==> config.mk <==
export PLATFORM = sky130hd
export DESIGN_NAME = dpdi_accum
export DESIGN_NICKNAME = d
export VERILOG_FILES = /design/src/hdl/dpdi_pkg.sv /design/src/hdl/dpdi_accum.sv
export VERILOG_INCLUDE_DIRS = /design/src /design/src/hdl
export SDC_FILE = /design/constraint.sdc
export NUM_CORES = 1
export LEC_CHECK = 0
export ABC_AREA = 0
export BUFFER_PORTS_ARGS = -buffer_cell sky130_fd_sc_hd__buf_2
export CAP_MARGIN = 20
export CELL_PAD_IN_SITES_DETAIL_PLACEMENT = 0
export CELL_PAD_IN_SITES_GLOBAL_PLACEMENT = 1
export CORE_MARGIN = 4
export CORE_UTILIZATION = 44
export CTS_CLUSTER_SIZE = 28
export DETAILED_ROUTE_END_ITERATION = 10
export GPL_ROUTABILITY_DRIVEN = 0
export PLACE_DENSITY = 0.91
export RECOVER_POWER = 25
export SLEW_MARGIN = 20
export SYNTH_ARGS = -nofsm -noshare
export SYNTH_HDL_FRONTEND = slang
export SYNTH_SLANG_ARGS = --single-unit
==> constraint.sdc <==
create_clock -name aclk -period 8.1 [get_ports aclk]
set_clock_uncertainty 0.1 [all_clocks]
set_input_delay 1.62 -clock aclk [delete_from_list [all_inputs] [get_ports aclk]]
set_output_delay 1.62 -clock aclk [all_outputs]
set_load 0.005 [all_outputs]
==> src/hdl/dual_pol_detect_integrate_macros.svh <==
// Assertion macros shared by the detector modules.
`ifndef DUAL_POL_DETECT_INTEGRATE_MACROS_SVH
`define DUAL_POL_DETECT_INTEGRATE_MACROS_SVH

// Condition checked at every clock edge outside reset.
`define DPDI_ASSERT(lbl, cond, msg) \
    lbl: assert property (@(posedge aclk) disable iff (!aresetn) (cond)) else $error(msg);

// Same-cycle implication.
`define DPDI_ASSERT_IMPL(lbl, ante, cons, msg) \
    lbl: assert property (@(posedge aclk) disable iff (!aresetn) \
        (ante) |-> (cons)) else $error(msg);

// Next-cycle implication.
`define DPDI_ASSERT_NEXT(lbl, ante, cons, msg) \
    lbl: assert property (@(posedge aclk) disable iff (!aresetn) \
        (ante) |=> (cons)) else $error(msg);

`endif

==> src/hdl/dpdi_pkg.sv <==
`default_nettype none

package dpdi_pkg;

    localparam int unsigned SAMPLE_WIDTH_DEF    = 16;
    localparam int unsigned MAX_INTEGRATION_DEF = 256;

    localparam int unsigned CFG_W = 9;
    localparam logic [CFG_W-1:0] CFG_LEN_RESET = 9'd8;

    localparam int unsigned POWER_W = 40;
    localparam int unsigned CROSS_W = 41;

    localparam int unsigned NUM_PROD = 8;
    localparam int unsigned PROD_AA  = 0;
    localparam int unsigned PROD_BB  = 1;
    localparam int unsigned PROD_CC  = 2;
    localparam int unsigned PROD_DD  = 3;
    localparam int unsigned PROD_AC  = 4;
    localparam int unsigned PROD_BD  = 5;
    localparam int unsigned PROD_BC  = 6;
    localparam int unsigned PROD_AD  = 7;

    typedef struct packed {
        logic valid;
        logic last;
    } stage_ctl_t;

endpackage

`default_nettype wire

==> src/hdl/dpdi_accum.sv <==
`default_nettype none
`include "dual_pol_detect_integrate_macros.svh"

module dpdi_accum import dpdi_pkg::*; #(
    parameter int unsigned SAMPLE_WIDTH = SAMPLE_WIDTH_DEF,
    localparam int unsigned PROD_W = 2 * SAMPLE_WIDTH
) (
    input  wire logic                     aclk,
    input  wire logic                     aresetn,
    input  wire stage_ctl_t               prod_ctl,
    input  wire logic signed [PROD_W-1:0] prod [NUM_PROD],
    output logic                          prod_take,
    output logic                          m_valid,
    input  wire logic                     m_ready,
    output logic [POWER_W-1:0]            m_power_first,
    output logic [POWER_W-1:0]            m_power_second,
    output logic signed [CROSS_W-1:0]     m_cross_real,
    output logic signed [CROSS_W-1:0]     m_cross_imag
);

    localparam int unsigned EXT_W = (PROD_W + 1 > CROSS_W) ? PROD_W + 1 : CROSS_W;

    logic signed [EXT_W-1:0] ext [NUM_PROD];
    logic signed [EXT_W-1:0] pf_sum, ps_sum, cr_sum, ci_sum;
    logic [POWER_W-1:0]      pf_inc, ps_inc;
    logic [CROSS_W-1:0]      cr_inc, ci_inc;

    logic [POWER_W-1:0] acc_pf_reg, acc_ps_reg, acc_pf_next, acc_ps_next;
    logic [CROSS_W-1:0] acc_cr_reg, acc_ci_reg, acc_cr_next, acc_ci_next;
    logic [POWER_W-1:0] res_pf_reg, res_ps_reg;
    logic [CROSS_W-1:0] res_cr_reg, res_ci_reg;
    logic               m_valid_reg, m_valid_next;
    logic               close;

    for (genvar k = 0; k < NUM_PROD; k++) begin : g_ext
        assign ext[k] = {{(EXT_W - PROD_W){prod[k][PROD_W-1]}}, prod[k]};
    end

    assign pf_sum = ext[PROD_AA] + ext[PROD_BB];
    assign ps_sum = ext[PROD_CC] + ext[PROD_DD];
    assign cr_sum = ext[PROD_AC] + ext[PROD_BD];
    assign ci_sum = ext[PROD_BC] - ext[PROD_AD];

    assign pf_inc = pf_sum[POWER_W-1:0];
    assign ps_inc = ps_sum[POWER_W-1:0];
    assign cr_inc = cr_sum[CROSS_W-1:0];
    assign ci_inc = ci_sum[CROSS_W-1:0];

    assign acc_pf_next = acc_pf_reg + pf_inc;
    assign acc_ps_next = acc_ps_reg + ps_inc;
    assign acc_cr_next = acc_cr_reg + cr_inc;
    assign acc_ci_next = acc_ci_reg + ci_inc;

    // Non-closing items keep flowing while a result waits.
    assign prod_take = prod_ctl.valid && (!prod_ctl.last || !m_valid_reg || m_ready);
    assign close     = prod_take && prod_ctl.last;

    always_comb begin
        m_valid_next = m_valid_reg;
        if (close) begin
            m_valid_next = 1'b1;
        end else if (m_ready) begin
            m_valid_next = 1'b0;
        end
    end

    always_ff @(posedge aclk) begin
        if (!aresetn) begin
            acc_pf_reg  <= '0;
            acc_ps_reg  <= '0;
            acc_cr_reg  <= '0;
            acc_ci_reg  <= '0;
            m_valid_reg <= 1'b0;
        end else begin
            m_valid_reg <= m_valid_next;
            if (close) begin
                acc_pf_reg <= '0;
                acc_ps_reg <= '0;
                acc_cr_reg <= '0;
                acc_ci_reg <= '0;
            end else if (prod_take) begin
                acc_pf_reg <= acc_pf_next;
                acc_ps_reg <= acc_ps_next;
                acc_cr_reg <= acc_cr_next;
                acc_ci_reg <= acc_ci_next;
            end
        end
    end

    always_ff @(posedge aclk) begin
        if (close) begin
            res_pf_reg <= acc_pf_next;
            res_ps_reg <= acc_ps_next;
            res_cr_reg <= acc_cr_next;
            res_ci_reg <= acc_ci_next;
        end
    end

    assign m_valid        = m_valid_reg;
    assign m_power_first  = res_pf_reg;
    assign m_power_second = res_ps_reg;
    assign m_cross_real   = res_cr_reg;
    assign m_cross_imag   = res_ci_reg;

    `DPDI_ASSERT_NEXT(a_close_valid, close, m_valid_reg, "closing item gave no result")
    `DPDI_ASSERT_NEXT(a_close_clear, close,
        acc_pf_reg == '0 && acc_ps_reg == '0 && acc_cr_reg == '0 && acc_ci_reg == '0,
        "accumulators not cleared after result")
    `DPDI_ASSERT_IMPL(a_no_overwrite, m_valid_reg && !m_ready, !close,
        "pending result overwritten")

endmodule

`default_nettype wire

==> flow_summary.toml <==
[grt]
grt_max_degree = 91
antenna_found_initial = 1
grt_pass1_vias = 21700
grt_pass1_wl_um = 112000
grt-ovfl-total = 0
grtUsageTotal_pct = 21.3

[layout]
area_growth_pct = 15.2
nets = 3915
fin_util_pct = 51.7
final_area_um2 = 29400
n_fill_cell = 5479
drive_gt1_share_pct = 12.1

[die]
die_w_um = 249
ioPinCount = 425
start_util_pct = 44.9
die_h_um = 249
die_area_um2 = 61900
num_rows = 87
core_area_um2 = 56800

[setup_path]
reg2reg_from = "acc_ps_reg[0]$_SDFFE_PP0P_"
end_kind = "flop"
critical_path.startpoint = "prod[128]"
crit_path_max_fanout = 9
critPathRequiredTime_ps = 8280
path_class = "input port to flop"
critPathArrivalTime_ps = 6740
critPathLaunchType = "input port"

[pwr]
ir_worst_vdd_uv = 128
power_density_nw_per_um2 = 242
report.power.total_uw = 7120
p_leak_uw = 0.0133

[cts]
cts_hold_buf = 0
clk_latency_ps = 540
cts_resized = 0
cts_tree = "done"
clock-sinks = 325
cts_buffers = 39
cts_setup_buffers = 0
cts.root.buffer_cell = "clkbuf_16"
htree_levels = 2
clock_path_buffers = 3
clk_pin_slew_ps = 60

[yosys]
synth_nets = 3537
syn_avg_cell_area_um2 = 8.61
synth_top_area_share_pct = 19.1
ys_ff_latch = 325
ys_top_cells_by_area = "edfxtp_1 19%, ha_1 15%, dfxtp_1 13%, a21oi_1 7.1%, xnor2_1 6.0%"
postSynthCellCount = 2962
synth_cell_types = 86
synth_edf_count = 162
async_flop_share_pct = 0
yosys_warnings = 0
synthFlopType = "dfxtp_1"
synth_area_um2 = 25500
synth_top_cell_by_area = "edfxtp_1"
ys_seq_area_share_pct = 31.9
synthTopCellsByCount = "361 x a21oi_1, 361 x nand2_1, 306 x ha_1"

[timing]
finalCritPeriodShare_pct = 81.0
fin_tns_setup_ps = 0
hold_viol = 0
rsz0062_at_grt = "false"
worst_pin_slew_ps = 1020
timing.final.crit_period_ps = 6560
hold_ws_ps = 358
finalSetupViolations = 0
fmax_ghz = 0.153
slew_headroom_pct = 32.1
slew_violations = 0

[drt]
drc_errors = 0
dr_wl_met2_um = 31800
first_pass_iters = 7
vias_per_cell = 5.55
met1_length_um = 32000
maxUsedRoutingLayer = "met4"
ant_nets = 0
wl_per_cell_um = 16.9
routed-via-count = 22900
finalWirelength_um = 69800
drtIter0Drc = 1479
wl_met3_um = 4220

[min_path]
hp-class = "flop to flop"
hold_path_startpoint = "acc_pf_reg[9]$_SDFFE_PP0P_"

[placed_design]
post_dp_cell_area_um2 = 28300
placement.io_buffers = 424
hpwl_um = 52200

[run]
maxCapViolCount = 0

[status]
status = "finished, final reports clean"
==> cell usage in the layout (no fill, tap or decap), types with 21 or more instances in the layout <==
| cell | instances |
|---|---|
| nand2_1 | 359 |
| ha_1 | 306 |
| a31oi_1 | 29 |
| clkbuf_16 | 41 |
| a21oi_1 | 361 |
| nand2b_1 | 24 |
| dfxtp_1 | 163 |
| a21o_1 | 139 |
| nor3_1 | 63 |
| o21a_1 | 44 |
| inv_1 | 119 |
| xnor2_1 | 174 |
| nor2_1 | 178 |
| a32o_1 | 21 |
| nand4_1 | 49 |
| edfxtp_1 | 162 |
| a211oi_1 | 32 |
| and3_1 | 31 |
| nor2b_1 | 30 |
| xor2_1 | 80 |
| nand3_1 | 70 |
| clkbuf_1 | 124 |
| o21ai_0 | 138 |
| buf_2 | 308 |
| o21bai_1 | 42 |
==> through the flow <==
stage	worst slack [ps]	cells
floorplan	1870	2962
global route	1070	4126
CTS	1580	4125
detailed placement	1010	4055
finish	1540	4126
global placement	1190	4055
==> layout make-up <==
type,instances,area [um2],share of cell area [%]
repair buffers,435,2060,7.01
multi-input cells,2418,16600,56.4
well taps,756,946,3.22
clock inverters,19,119,0.405
flip-flops and latches,325,8130,27.7
clock buffers,51,1080,3.69
inverters,121,464,1.58
diodes,1,2.50,0.00852
==> critical path, cell delays in order <==
cell	delay (ps)
buf_2	100
ha_1	200
inv_1	70
fa_1	200
nor2b_1	70
o31a_1	270
o22ai_1	460
o311ai_0	300
a31oi_1	390
nor2_1	90
a21oi_1	320
o21ai_0	170
xor2_1	170
ha_1	410
a21oi_1	210
o21ai_0	130
a21o_1	200
a21o_1	180
or3_1	300
o22ai_1	210
o21a_1	220
nor2_1	80
xor3_1	370
==> routing by layer <==
layer	track usage, %	up-vias
met5	0	-
met4	6.23	0
met2	34.9	611
met1	29.1	10500
met3	3.61	99
li1	-	11600
==> logic make-up after synthesis <==
logic type	after synthesis	share of synthesized area [%]
compound gates	961	24.2
simple gates	883	16.0
flops	325	31.9
fa+ha+maj	314	15.6
xor+xnor	255	8.82
buf+inv	219	3.23
mux	5	0.196
==> final timing paths <==
path | to | slack, ps | cells past startpoint
worst max-delay path | m_power_second[39]$_DFFE_PP_ | 1540 | 23
worst min-delay path | acc_pf_reg[9]$_SDFFE_PP0P_ | 360 | 2
worst min register to register | acc_pf_reg[9]$_SDFFE_PP0P_ | 360 | 2
worst max register to register | m_power_second[34]$_DFFE_PP_ | 4380 | 12
==> report_power, final <==
part           internal [uW]  switching (uW)  leakage [uW]
clock network            972             713      0.000588
logic                   1280            1870       0.00982
registers               2140             140       0.00286
(Power assumes the default switching activity.)
